File: config.mk
export PLATFORM = sky130hd
export DESIGN_NAME = isw_ctrl
export DESIGN_NICKNAME = d
export VERILOG_FILES = /design/src/hw/rtl/isw_pkg.sv /design/src/hw/rtl/isw_ctrl.sv
export SDC_FILE = /design/constraint.sdc
export NUM_CORES = 1
export LEC_CHECK = 0
export ABC_CLOCK_PERIOD_IN_PS = 1110
export BUFFER_PORTS_ARGS = -buffer_cell sky130_fd_sc_hd__buf_2
export CAP_MARGIN = 20
export CELL_PAD_IN_SITES_DETAIL_PLACEMENT = 1
export CELL_PAD_IN_SITES_GLOBAL_PLACEMENT = 1
export CORE_AREA = 2 2 39 41
export CTS_CLUSTER_SIZE = 10
export DETAILED_ROUTE_END_ITERATION = 10
export DIE_AREA = 0 0 41 43
export PLACE_DENSITY = 0.43
export REMOVE_ABC_BUFFERS = 1
export SLEW_MARGIN = 25
export SYNTH_ARGS = -nofsm -noshare
export SYNTH_HDL_FRONTEND = slang
export SYNTH_SLANG_ARGS = --single-unit
File: constraint.sdc
create_clock -name clk -period 1.11 [get_ports clk]
set_input_delay 0.111 -clock clk [delete_from_list [all_inputs] [get_ports clk]]
set_output_delay 0.111 -clock clk [all_outputs]
set_load 0.02 [all_outputs]
File: src/hw/rtl/isw_pkg.sv
package isw_pkg;

    localparam int CHANNELS   = 6;
    localparam int CH_W       = 16;
    localparam int SAMPLE_W   = CHANNELS * CH_W;
    localparam int SEQ_W      = 16;
    localparam int EXT_W      = 32;
    localparam int POS_W      = 6;
    localparam int HOP_W      = 8;
    localparam int WINDOW_DEF = 64;

    // stream payload widths, padded to whole bytes
    localparam int IN_DATA_W  = SAMPLE_W + SEQ_W;
    localparam int OUT_DATA_W = ((SAMPLE_W + POS_W + EXT_W + 7) / 8) * 8;
    localparam int OUT_PAD_W  = OUT_DATA_W - (SAMPLE_W + POS_W + EXT_W);

    localparam int APB_ADDR_W = 3;
    localparam int APB_DATA_W = 32;

    localparam logic [HOP_W-1:0] HOP_RESET      = 8'd64;
    localparam logic             REG_HOP_LENGTH = 1'b0;

    localparam logic CMD_SAMPLE  = 1'b0;
    localparam logic CMD_RESTART = 1'b1;

    typedef enum logic [1:0] {
        ST_IDLE,
        ST_READ,
        ST_LOAD,
        ST_HOLD
    } state_t;

    typedef struct packed {
        logic accept;
        logic rd_issue;
        logic load_out;
    } dp_cmd_t;

    typedef struct packed {
        logic fire;
        logic out_last;
    } dp_status_t;

endpackage

File: src/hw/rtl/isw_ctrl.sv
module isw_ctrl (
    input  logic                  clk,
    input  logic                  rst_n,
    input  logic                  s_tvalid,
    output logic                  s_tready,
    input  logic                  m_tready,
    input  isw_pkg::dp_status_t   status,
    output isw_pkg::dp_cmd_t      cmd
);

    isw_pkg::state_t state_reg;
    isw_pkg::state_t state_next;

    always_ff @(posedge clk or negedge rst_n)
    begin
        if (!rst_n)
        begin
            state_reg <= isw_pkg::ST_IDLE;
        end
        else
        begin
            state_reg <= state_next;
        end
    end

    always_comb
    begin
        state_next = state_reg;
        case (state_reg)
            isw_pkg::ST_IDLE:
            begin
                if (s_tvalid && status.fire)
                begin
                    state_next = isw_pkg::ST_READ;
                end
            end
            isw_pkg::ST_READ:
            begin
                state_next = isw_pkg::ST_LOAD;
            end
            isw_pkg::ST_LOAD:
            begin
                state_next = isw_pkg::ST_HOLD;
            end
            isw_pkg::ST_HOLD:
            begin
                if (m_tready)
                begin
                    state_next = status.out_last ? isw_pkg::ST_IDLE : isw_pkg::ST_LOAD;
                end
            end
            default:
            begin
                state_next = isw_pkg::ST_IDLE;
            end
        endcase
    end

    always_comb
    begin
        s_tready     = 1'b0;
        cmd.accept   = 1'b0;
        cmd.rd_issue = 1'b0;
        cmd.load_out = 1'b0;
        case (state_reg)
            isw_pkg::ST_IDLE:
            begin
                s_tready   = 1'b1;
                cmd.accept = s_tvalid;
            end
            isw_pkg::ST_READ:
            begin
                cmd.rd_issue = 1'b1;
            end
            isw_pkg::ST_LOAD:
            begin
                cmd.load_out = 1'b1;
            end
            isw_pkg::ST_HOLD:
            begin
                // fetch the next entry while the current one is taken
                cmd.rd_issue = m_tready && !status.out_last;
            end
            default:
            begin
                s_tready = 1'b0;
            end
        endcase
    end

endmodule

==> results.rst, run 1 <==
.. list-table::
   :header-rows: 1

   * - Metric
     - Value
   * - Final instance count without filler cells
     - 43
   * - Layout net count
     - 35
   * - Overall track demand over capacity in global routing
     - 0.06727
   * - Highest-count cells in the layout ignoring fill and taps
     - 6 x sky130_fd_sc_hd__buf_2, 3 x sky130_fd_sc_hd__clkbuf_4, 3 x sky130_fd_sc_hd__buf_6, 3 x sky130_fd_sc_hd__buf_4, 2 x sky130_fd_sc_hd__dfrtp_1
   * - Detailed router's first-iteration violation count
     - 0
   * - Maximum clock path buffer count
     - 2
   * - Die extent in y
     - 43 um
   * - Signed area change from the synthesized netlist to the final layout
     - 126.4%
   * - Via Count
     - 145
   * - Overflow after GRT
     - 0
   * - Clock share of power
     - 0.270
   * - Worst setup timing slack at the placement stage
     - just under 90 ps
   * - Combinational power share
     - 0.504
   * - Areal power density over the cells
     - 2328 mW/mm2
   * - Max Cap Violations
     - 0
   * - Static Leak
     - approximately 0.00013 uW
   * - Clock slew at reported path FFs
     - 30 ps
   * - Clock buffer count from CTS
     - 3
   * - # rows
     - 14
   * - Share of the clock period used by the worst path after layout
     - 1.033
   * - Shortest clock period the worst path allows after layout
     - between 1000 and 1500 ps
   * - Endpoint type of the worst setup path
     - primary output
   * - Total Power
     - 600.0 uW
   * - Mean instance size in the synthesized netlist
     - a little over 10 um2
   * - M2 GR Usage
     - 0.06250
   * - Final hold vios
     - 0
   * - Maximum fanout along the worst path
     - 4
   * - Largest net degree at the start of global routing
     - 6
   * - Post-DRT Antenna Nets
     - 0
   * - Filler Cells Inserted
     - 156
   * - Unrepaired setup endpoints after global routing
     - true
   * - Antenna violations before repair
     - 0
   * - Worst min-delay path class
     - input pin to flip-flop
   * - Sink count of the clock tree
     - 2
   * - Largest vdd supply drop
     - approximately 0.74 mV
   * - Violated checks
     - setup timing
   * - Core box area
     - between 0.001 and 0.0015 mm2
   * - Clock root cell
     - sky130_fd_sc_hd__clkbuf_4
   * - RD Place Congestion
     - between 0.6 and 0.7
   * - Count of state elements after synthesis
     - 2
   * - DRT Wirelength
     - 404 um
   * - Number of global-route vias before repair
     - 175
   * - Flip-flop count of the largest register, all copies and words added
     - 2
   * - Normalized max-slew margin
     - 0.9052
   * - Ratio of cells with drive above 1 in the final layout
     - 0.7037
   * - Number of vias per cell
     - 3.372
   * - TritonCTS clock tree
     - yes
   * - Endpoints failing setup
     - 2
   * - Sort of element at the start of the critical path
     - flip-flop
   * - First-pass iteration count of the detailed router
     - 1
   * - Width of the die
     - 41 um
   * - Met3 track utilization from global routing
     - 0.05236
   * - Detailed-route wire length per cell
     - roughly 9.4 um
   * - Starting Density
     - 0.08228
   * - Sequential area share after synthesis
     - 0.4396
   * - Met1 track demand over resource
     - 0.08039
   * - Layer with the highest usage after global routing
     - met1
   * - # port buffers
     - 9
   * - Post-synthesis instance area
     - 113.9 um2
   * - First-pass GRT wire length
     - a little under 700 um
   * - Switching part of the total
     - 0.3388
   * - Layout Skew
     - 2.929 ps
   * - Worst hold margin
     - between 90 and 100 ps
   * - Area of the die
     - 0.001763 mm2
   * - Setup Crit Path Kind
     - flip-flop to primary output
   * - Max-slew violation count
     - 0
   * - Warnings, synthesis
     - 0
   * - Library cells used by synthesis
     - 9
   * - Number of levels the H-tree was split into
     - 1
   * - I/O pin count
     - 10
   * - Post-DP HPWL
     - approximately 310 um
   * - Total placed cells including tap cells
     - 36
   * - Fin Setup TNS
     - -42.45 ps
   * - NetSw
     - 203.3 uW
   * - CP Data Arrival Time
     - 1040 ps
   * - Antenna diode count
     - 0
   * - Max Fclk
     - 872.3 MHz
   * - Required time reported for the critical path endpoint
     - 1000 ps
   * - Cell-internal power
     - 396.7 uW
   * - Min setup slack post-route
     - -36.44 ps
   * - Status
     - complete, but fails checks
   * - Clk Latency, worst-skew pair
     - 220 ps
   * - Most common cell after layout, fill and taps aside
     - sky130_fd_sc_hd__buf_2
   * - Number of instances in the synthesized netlist
     - 11
   * - Sequential power share
     - 0.226
   * - Drc violations
     - 0
   * - Measured slew at the worst slew-check pin
     - approximately 140 ps
-- cell usage after synthesis (all sizes together) --
| library cell | count | area, um2 |
|---|---|---|
| a21boi | 1 | 7.510 |
| a2bb2oi | 1 | 8.760 |
| and2 | 1 | 6.260 |
| and2b | 1 | 8.760 |
| and3b | 1 | 8.760 |
| and4 | 1 | 10.01 |
| dfrtp | 2 | 50.05 |
| nand2b | 1 | 6.260 |
| nor2 | 2 | 7.510 |
-- per-stage QoR --
stage | area [um2] | util
CTS | 250.2 | 0.1808
finish | 257.7 | 0.1863
detailed placement | 178.9 | 0.1293
floorplan | 113.9 | -
global placement | 178.9 | 0.1293
global route | 257.7 | 0.1863
-- kinds of logic (layout without fill, tap and decap cells) --
| logic type | count (synthesis) | after routing | share of synthesized area |
|---|---|---|---|
| compound gates | 2 | 2 | 0.1429 |
| simple gates | 7 | 7 | 0.4177 |
| buf+inv | 0 | 16 | 0 |
| flops | 2 | 2 | 0.4396 |
-- worst max-delay path, stage by stage (launching register included) --
cell,delay [ps]
sky130_fd_sc_hd__dfrtp_1,390
sky130_fd_sc_hd__nor2_2,160
sky130_fd_sc_hd__and2_4,160
sky130_fd_sc_hd__buf_6,100
-- repair_timing --
item                                    in CTS  in global routing
resized for setup                            8                  0
pin swaps                                    2                  1
hold endpoints to repair                     2                  0
endpoints found under the setup margin       4                  4
hold buffers                                 1                  0
buffers inserted                             2                  1
-- routing by layer --
metal / vias to the layer above / part of all wire
li1: 71 / -
met1: 64 / 0.48
met2: 10 / 0.38
met3: 0 / 0.14
met4: 0 / 0
met5: - / 0
-- power groups by stage --
| stage | Clock, uW | Sequential (uW) | Combinational (uW) |
|---|---|---|---|
| 4_1_cts | 172 | 139 | 286 |
| 6_report | 162 | 135 | 303 |
| 3_3_place_gp | 0 | 132 | 192 |
| 5_1_grt | 186 | 142 | 326 |
| 2_1_floorplan | 0 | 128 | 131 |
| 3_5_place_dp | 0 | 138 | 195 |
-- worst paths after layout --
path / start / to / slack (ps) / cells after the start
max reg2reg: state_reg[0] / state_reg[0] / 130 / 3
min reg2reg: state_reg[1] / state_reg[1] / 600 / 2
max: state_reg[1] / cmd[2] / -40 / 3
max in group asynchronous: rst_n / state_reg[1] / 790 / 2
min in group asynchronous: rst_n / state_reg[0] / 220 / 2
min: m_tready / state_reg[0] / 100 / 2
-- layout make-up --
class | count | area (um2) | area share
clock buffer | 3 | 22.52 | 0.08738
multi-input combinational | 9 | 68.82 | 0.2670
sequential | 2 | 50.05 | 0.1942
tap | 16 | 20.02 | 0.07767
timing repair buffer | 13 | 96.34 | 0.3738
Note: power is estimated with default switching activity, not from simulation.
==> run 2: changes to the inputs <==
--- a/config.mk
+++ b/config.mk
@@ -5,8 +5,7 @@
 export SDC_FILE = /design/constraint.sdc
 export NUM_CORES = 1
 export LEC_CHECK = 0
-export ABC_CLOCK_PERIOD_IN_PS = 1110
-export BUFFER_PORTS_ARGS = -buffer_cell sky130_fd_sc_hd__buf_2
+export ABC_CLOCK_PERIOD_IN_PS = 1400
 export CAP_MARGIN = 20
 export CELL_PAD_IN_SITES_DETAIL_PLACEMENT = 1
 export CELL_PAD_IN_SITES_GLOBAL_PLACEMENT = 1
@@ -14,7 +13,8 @@
 export CTS_CLUSTER_SIZE = 10
 export DETAILED_ROUTE_END_ITERATION = 10
 export DIE_AREA = 0 0 41 43
-export PLACE_DENSITY = 0.43
+export DONT_BUFFER_PORTS = 1
+export PLACE_DENSITY = 0.34
 export REMOVE_ABC_BUFFERS = 1
 export SLEW_MARGIN = 25
 export SYNTH_ARGS = -nofsm -noshare
==> constraint.sdc (replaced) <==
create_clock -name clk -period 1.4 [get_ports clk]
set_input_delay 0.14 -clock clk [delete_from_list [all_inputs] [get_ports clk]]
set_output_delay 0.14 -clock clk [all_outputs]
set_load 0.02 [all_outputs]
==> results.rst, run 2 (synthesis gave the netlist of run 1 again) <==
.. list-table::
   :header-rows: 1

   * - Metric
     - Value
   * - Sort of element at the start of the critical path
     - flip-flop
   * - Worst hold margin
     - 10.50 ps
   * - Normalized max-slew margin
     - 0.8617
   * - Maximum fanout along the worst path
     - 5
   * - Filler Cells Inserted
     - ~160
   * - Met1 track demand over resource
     - 0.04502
   * - Final instance count without filler cells
     - 33
   * - Sequential power share
     - 0.296
   * - Clock slew at reported path FFs
     - 30 ps
   * - Flip-flop count of the largest register, all copies and words added
     - 2
   * - First-pass GRT wire length
     - roughly 440 um
   * - Starting Density
     - 0.08228
   * - Max Cap Violations
     - 0
   * - Endpoints failing setup
     - 0
   * - Switching part of the total
     - 0.3581
   * - Quantity of gates resized following cts
     - 0
   * - Min setup slack post-route
     - 235.1 ps
   * - # rows
     - 14
   * - RD Place Congestion
     - 0.5123
   * - Layout net count
     - 25
   * - Total setup buffers inserted after CTS
     - 0
   * - Required time reported for the critical path endpoint
     - 1260 ps
   * - Combinational power share
     - 0.369
   * - DRT Wirelength
     - 324 um
   * - Highest-count cells in the layout ignoring fill and taps
     - 3 x sky130_fd_sc_hd__clkbuf_4, 2 x sky130_fd_sc_hd__nor2_1, 2 x sky130_fd_sc_hd__buf_4, 2 x sky130_fd_sc_hd__dfrtp_1
   * - Number of global-route vias before repair
     - ~130
   * - Detailed-route wire length per cell
     - 9.818 um
   * - Max Fclk
     - between 800 and 900 MHz
   * - Width of the die
     - roughly 40 um
   * - Layout Skew
     - roughly 1.3 ps
   * - Register Area
     - about 50 um2
   * - Largest vdd supply drop
     - 0.2169 mV
   * - Total placed cells including tap cells
     - 29
   * - TritonCTS clock tree
     - yes
   * - CP Data Arrival Time
     - 1020 ps
   * - Area of the die
     - approximately 0.0018 mm2
   * - Final hold vios
     - 0
   * - Measured slew at the worst slew-check pin
     - 209.0 ps
   * - NetSw
     - 133.8 uW
   * - Unrepaired setup endpoints after global routing
     - false
   * - Setup Crit Path Kind
     - flip-flop to primary output
   * - Endpoint type of the worst setup path
     - primary output
   * - Via Count
     - 108
   * - Max-slew violation count
     - 0
   * - Antenna diode count
     - 0
   * - Signed area change from the synthesized netlist to the final layout
     - 59.34%
   * - Largest net degree at the start of global routing
     - 7
   * - Drc violations
     - 0
   * - Clock buffer count from CTS
     - 3
   * - Cell-internal power
     - 239.8 uW
   * - Share of the clock period used by the worst path after layout
     - 0.8321
   * - CTS Hold Buffers Added
     - 1
   * - Worst setup timing slack at the placement stage
     - 461.9 ps
   * - Sink count of the clock tree
     - 2
   * - Detailed router's first-iteration violation count
     - 0
   * - Maximum clock path buffer count
     - 2
   * - Layer with the highest usage after global routing
     - met4
   * - Core box area
     - about 0.0014 mm2
   * - Most common cell after layout, fill and taps aside
     - sky130_fd_sc_hd__clkbuf_4
   * - Clock root cell
     - sky130_fd_sc_hd__clkbuf_4
   * - Ratio of cells with drive above 1 in the final layout
     - 0.4118
   * - Clock share of power
     - 0.335
   * - Static Leak
     - 0.00007923 uW
   * - I/O pin count
     - 10
   * - First-pass iteration count of the detailed router
     - 1
   * - Overflow after GRT
     - 0
   * - Fin Setup TNS
     - 0 ps
   * - M2 GR Usage
     - 0.04688
   * - Met3 track utilization from global routing
     - 0.01571
   * - Total area of multi-input combinational cells
     - roughly 64 um2
   * - Die extent in y
     - between 40 and 50 um
   * - Post-DP HPWL
     - 257.3 um
   * - Clk Latency, worst-skew pair
     - 220 ps
   * - Worst min-delay path class
     - input pin to flip-flop
   * - Overall track demand over capacity in global routing
     - 0.04418
   * - # port buffers
     - 0
   * - Shortest clock period the worst path allows after layout
     - 1165 ps
   * - Post-DRT Antenna Nets
     - 0
   * - Antenna violations before repair
     - 0
   * - Number of levels the H-tree was split into
     - 1
   * - Number of vias per cell
     - 3.273
   * - Status
     - completed
   * - Areal power density over the cells
     - 2059 mW/mm2
==> run 2: cell types whose count changed in the layout (fill, tap and decap cells not counted) <==
cell                     before  now
sky130_fd_sc_hd__buf_2        6    0
sky130_fd_sc_hd__buf_6        3    0
sky130_fd_sc_hd__nor2_2       1    0
sky130_fd_sc_hd__nor2_1       1    2
sky130_fd_sc_hd__and2_1       0    1
sky130_fd_sc_hd__and2_4       1    0
sky130_fd_sc_hd__buf_4        3    2
==> run 2: routing by layer <==
| metal | vias up | share of wire |
|---|---|---|
| met5 | - | 0 |
| met4 | 0 | 0 |
| met3 | 0 | 0.20 |
| met2 | 11 | 0.41 |
| met1 | 46 | 0.38 |
| li1 | 51 | - |
==> run 2: final timing paths <==
path / start / endpoint / slack [ps] / cells after the start
hold / removal: m_tready / state_reg[0] / 10 / 1
max in group asynchronous: rst_n / state_reg[1] / 1120 / 1
setup / recovery: state_reg[1] / cmd[2] / 240 / 2
hold reg to reg: state_reg[0] / state_reg[0] / 520 / 1
min in group asynchronous: rst_n / state_reg[0] / 150 / 1
setup reg to reg: state_reg[1] / state_reg[1] / 520 / 3
==> run 2: per-stage QoR <==
stage,total power [uW],util,area (um2)
final,373.5,0.1311,181.4
after global routing,406.9,0.1311,181.4
after CTS,388.1,0.1311,181.4
after detailed placement,249.4,0.1076,148.9
after global placement,248.4,0.1076,148.9
after floorplan,205.7,-,113.9
==> run 2: critical path: stages (launching register included) <==
cell,delay [ps]
sky130_fd_sc_hd__dfrtp_1,410
sky130_fd_sc_hd__nor2_1,140
sky130_fd_sc_hd__and2_1,250
==> run 2: power by group through the flow <==
| stage | Combinational, uW | Clock [uW] | Sequential, uW |
|---|---|---|---|
| after floorplan | 104 | 0 | 102 |
| after global placement | 139 | 0 | 109 |
| after detailed placement | 138 | 0 | 111 |
| after CTS | 141 | 136 | 111 |
| after global routing | 153 | 137 | 117 |
| final | 138 | 125 | 110 |
==> run 2: cell type report <==
class,count,share of cell area
multi-input cells,9,0.3517
flip-flops and latches,2,0.2759
repair buffers,3,0.1379
clock buffers,3,0.1241
well taps,16,0.1103
==> run 3: changes to the inputs <==
--- a/config.mk
+++ b/config.mk
@@ -5,7 +5,7 @@
 export SDC_FILE = /design/constraint.sdc
 export NUM_CORES = 1
 export LEC_CHECK = 0
-export ABC_CLOCK_PERIOD_IN_PS = 1400
+export ABC_CLOCK_PERIOD_IN_PS = 1050
 export CAP_MARGIN = 20
 export CELL_PAD_IN_SITES_DETAIL_PLACEMENT = 1
 export CELL_PAD_IN_SITES_GLOBAL_PLACEMENT = 1
==> constraint.sdc (replaced) <==
create_clock -name clk -period 1.05 [get_ports clk]
set_input_delay 0.105 -clock clk [delete_from_list [all_inputs] [get_ports clk]]
set_output_delay 0.105 -clock clk [all_outputs]
set_load 0.02 [all_outputs]
==> results.rst, run 3 (synthesis gave the netlist of run 1 again) <==
.. list-table::
   :header-rows: 1

   * - Metric
     - Value
   * - Clock slew at reported path FFs
     - 30 ps
   * - I/O pin count
     - 10
   * - Share of the clock period used by the worst path after layout
     - 0.9993
   * - Clock buffer count from CTS
     - 3
   * - Post-DRT Antenna Nets
     - 0
   * - Maximum clock path buffer count
     - 2
   * - First-pass iteration count of the detailed router
     - 1
   * - Flip-flop count of the largest register, all copies and words added
     - 2
   * - Endpoint of the lowest-slack register-to-register path
     - state_reg[0]
   * - Sort of element at the start of the critical path
     - flip-flop
   * - Layout Skew
     - approximately 1.3 ps
   * - Overflow after GRT
     - 0
   * - Area of the die
     - 0.001763 mm2
   * - Detailed-route wire length per cell
     - around 9.4 um
   * - Clock share of power
     - 0.282
   * - Setup Crit Path Kind
     - flip-flop to primary output
   * - Number of vias per cell
     - 3.306
   * - Switching part of the total
     - 0.3455
   * - Fin Setup TNS
     - 0 ps
   * - Measured slew at the worst slew-check pin
     - 165.9 ps
   * - Critical path launch point
     - state_reg[0]
   * - Filler Cells Inserted
     - 160
   * - Areal power density over the cells
     - 2629 mW/mm2
   * - # rows
     - 14
   * - Antenna violations before repair
     - 0
   * - Total area of multi-input combinational cells
     - 78.83 um2
   * - Cell-internal power
     - around 390 uW
   * - Status
     - completed
   * - Drc violations
     - 0
   * - # port buffers
     - 0
   * - Via Count
     - 119
   * - Width of the die
     - 41 um
   * - Register Area
     - 50.05 um2
   * - Max Cap Violations
     - 0
   * - Post-DP HPWL
     - 257.3 um
   * - CP Data Arrival Time
     - 940 ps
   * - Overall track demand over capacity in global routing
     - 0.04618
   * - Clk Latency, worst-skew pair
     - 220 ps
   * - Worst hold margin
     - 116.7 ps
   * - Combinational power share
     - 0.465
   * - FF-to-FF Start
     - state_reg[0]
   * - Number of cells on the worst reg-to-reg path
     - 3
   * - Largest net degree at the start of global routing
     - 6
   * - Final instance count without filler cells
     - 36
   * - Number of levels the H-tree was split into
     - 1
   * - Layout net count
     - 28
   * - Fraction of the core area covered by cells at the end of the flow
     - 0.1627
   * - Die extent in y
     - between 40 and 50 um
   * - DRT Wirelength
     - between 300 and 400 um
   * - Total placed cells including tap cells
     - 29
   * - Signed area change from the synthesized netlist to the final layout
     - 97.80%
   * - Starting Density
     - 0.08228
   * - Number of global-route vias before repair
     - 139
   * - Antenna diode count
     - 0
   * - Clock root cell
     - sky130_fd_sc_hd__clkbuf_4
   * - Required time reported for the critical path endpoint
     - 940 ps
   * - RD Place Congestion
     - roughly 0.51
   * - Endpoints failing setup
     - 0
   * - Detailed router's first-iteration violation count
     - 0
   * - Endpoint type of the worst setup path
     - primary output
   * - Maximum fanout along the worst path
     - 5
   * - Max Fclk
     - roughly 950 MHz
   * - Largest vdd supply drop
     - 0.3774 mV
   * - Ratio of cells with drive above 1 in the final layout
     - 0.6500
   * - Unrepaired setup endpoints after global routing
     - true
   * - TritonCTS clock tree
     - yes
   * - Worst R2R Setup Slack
     - roughly 70 ps
   * - Normalized max-slew margin
     - 0.8894
   * - Sink count of the clock tree
     - 2
   * - Worst min-delay path class
     - input pin to async pin
   * - First-pass GRT wire length
     - 462 um
   * - Capturing instance or port of the critical path
     - cmd[2]
   * - Final hold vios
     - 0
   * - Sequential power share
     - 0.253
   * - NetSw
     - just over 200 uW
   * - Shortest clock period the worst path allows after layout
     - 1049 ps
   * - Highest-count cells in the layout ignoring fill and taps
     - 3 x sky130_fd_sc_hd__clkbuf_4, 3 x sky130_fd_sc_hd__buf_4, 2 x sky130_fd_sc_hd__dlygate4sd3_1, 2 x sky130_fd_sc_hd__dfrtp_1
   * - Core box area
     - 0.001384 mm2
   * - Static Leak
     - roughly 0.000097 uW
   * - Max-slew violation count
     - 0
[run 3: worst max-delay path, stage by stage (launching register included)]
cell and delay, ps:
sky130_fd_sc_hd__dfrtp_1 410, sky130_fd_sc_hd__nor2_2 130, sky130_fd_sc_hd__and2_4 180
[run 3: worst min path at each step]
stage                              end   from  depth (start not counted)
after global routing      state_reg[0]  rst_n                          1
after global placement    state_reg[1]  rst_n                          0
final                     state_reg[0]  rst_n                          1
after detailed placement  state_reg[1]  rst_n                          0
after CTS                 state_reg[0]  rst_n                          1
after floorplan           state_reg[0]  rst_n                          0
[run 3: cell type report]
class / instances / area share
well taps: 16 / 0.08889
multi-input cells: 9 / 0.3500
flip-flops and latches: 2 / 0.2222
clock buffers: 3 / 0.1000
repair buffers: 6 / 0.2389
[run 3: what timing repair did]
action | 4_1_cts | 5_1_grt
hold buffers | 2 | 0
gates resized for setup | 5 | 2
hold endpoints to repair | 3 | 0
pin swaps | 2 | 0
setup endpoints to repair | 3 | 5
setup buffers | 2 | 0
[run 3: metal layers]
metal  track usage  up-vias  part of all wire  routed length (um)
met4       0.08000        0                 0                   0
met1       0.04502       51              0.40                 135
met3       0.01571        0              0.17                  57
met5             0        -                 0                   0
li1              -       58                 -                   -
met2       0.05313       10              0.43                 147
[run 3: power groups by stage]
stage,clock (uW),sequential [uW],combinational [uW]
6_report,167,150,275
5_1_grt,183,159,299
4_1_cts,181,152,252
3_5_place_dp,0,148,184
3_3_place_gp,0,146,186
2_1_floorplan,0,136,139
[run 3: metrics by stage]
stage | worst slack (ps) | power [uW] | area, um2
3_3_place_gp | 157.0 | 331.2 | 148.9
3_5_place_dp | 146.9 | 332.6 | 148.9
2_1_floorplan | -99.42 | 274.3 | 113.9
5_1_grt | -61.11 | 641.2 | 225.2
6_report | 0.7327 | 592.1 | 225.2
4_1_cts | -26.38 | 585.4 | 215.2
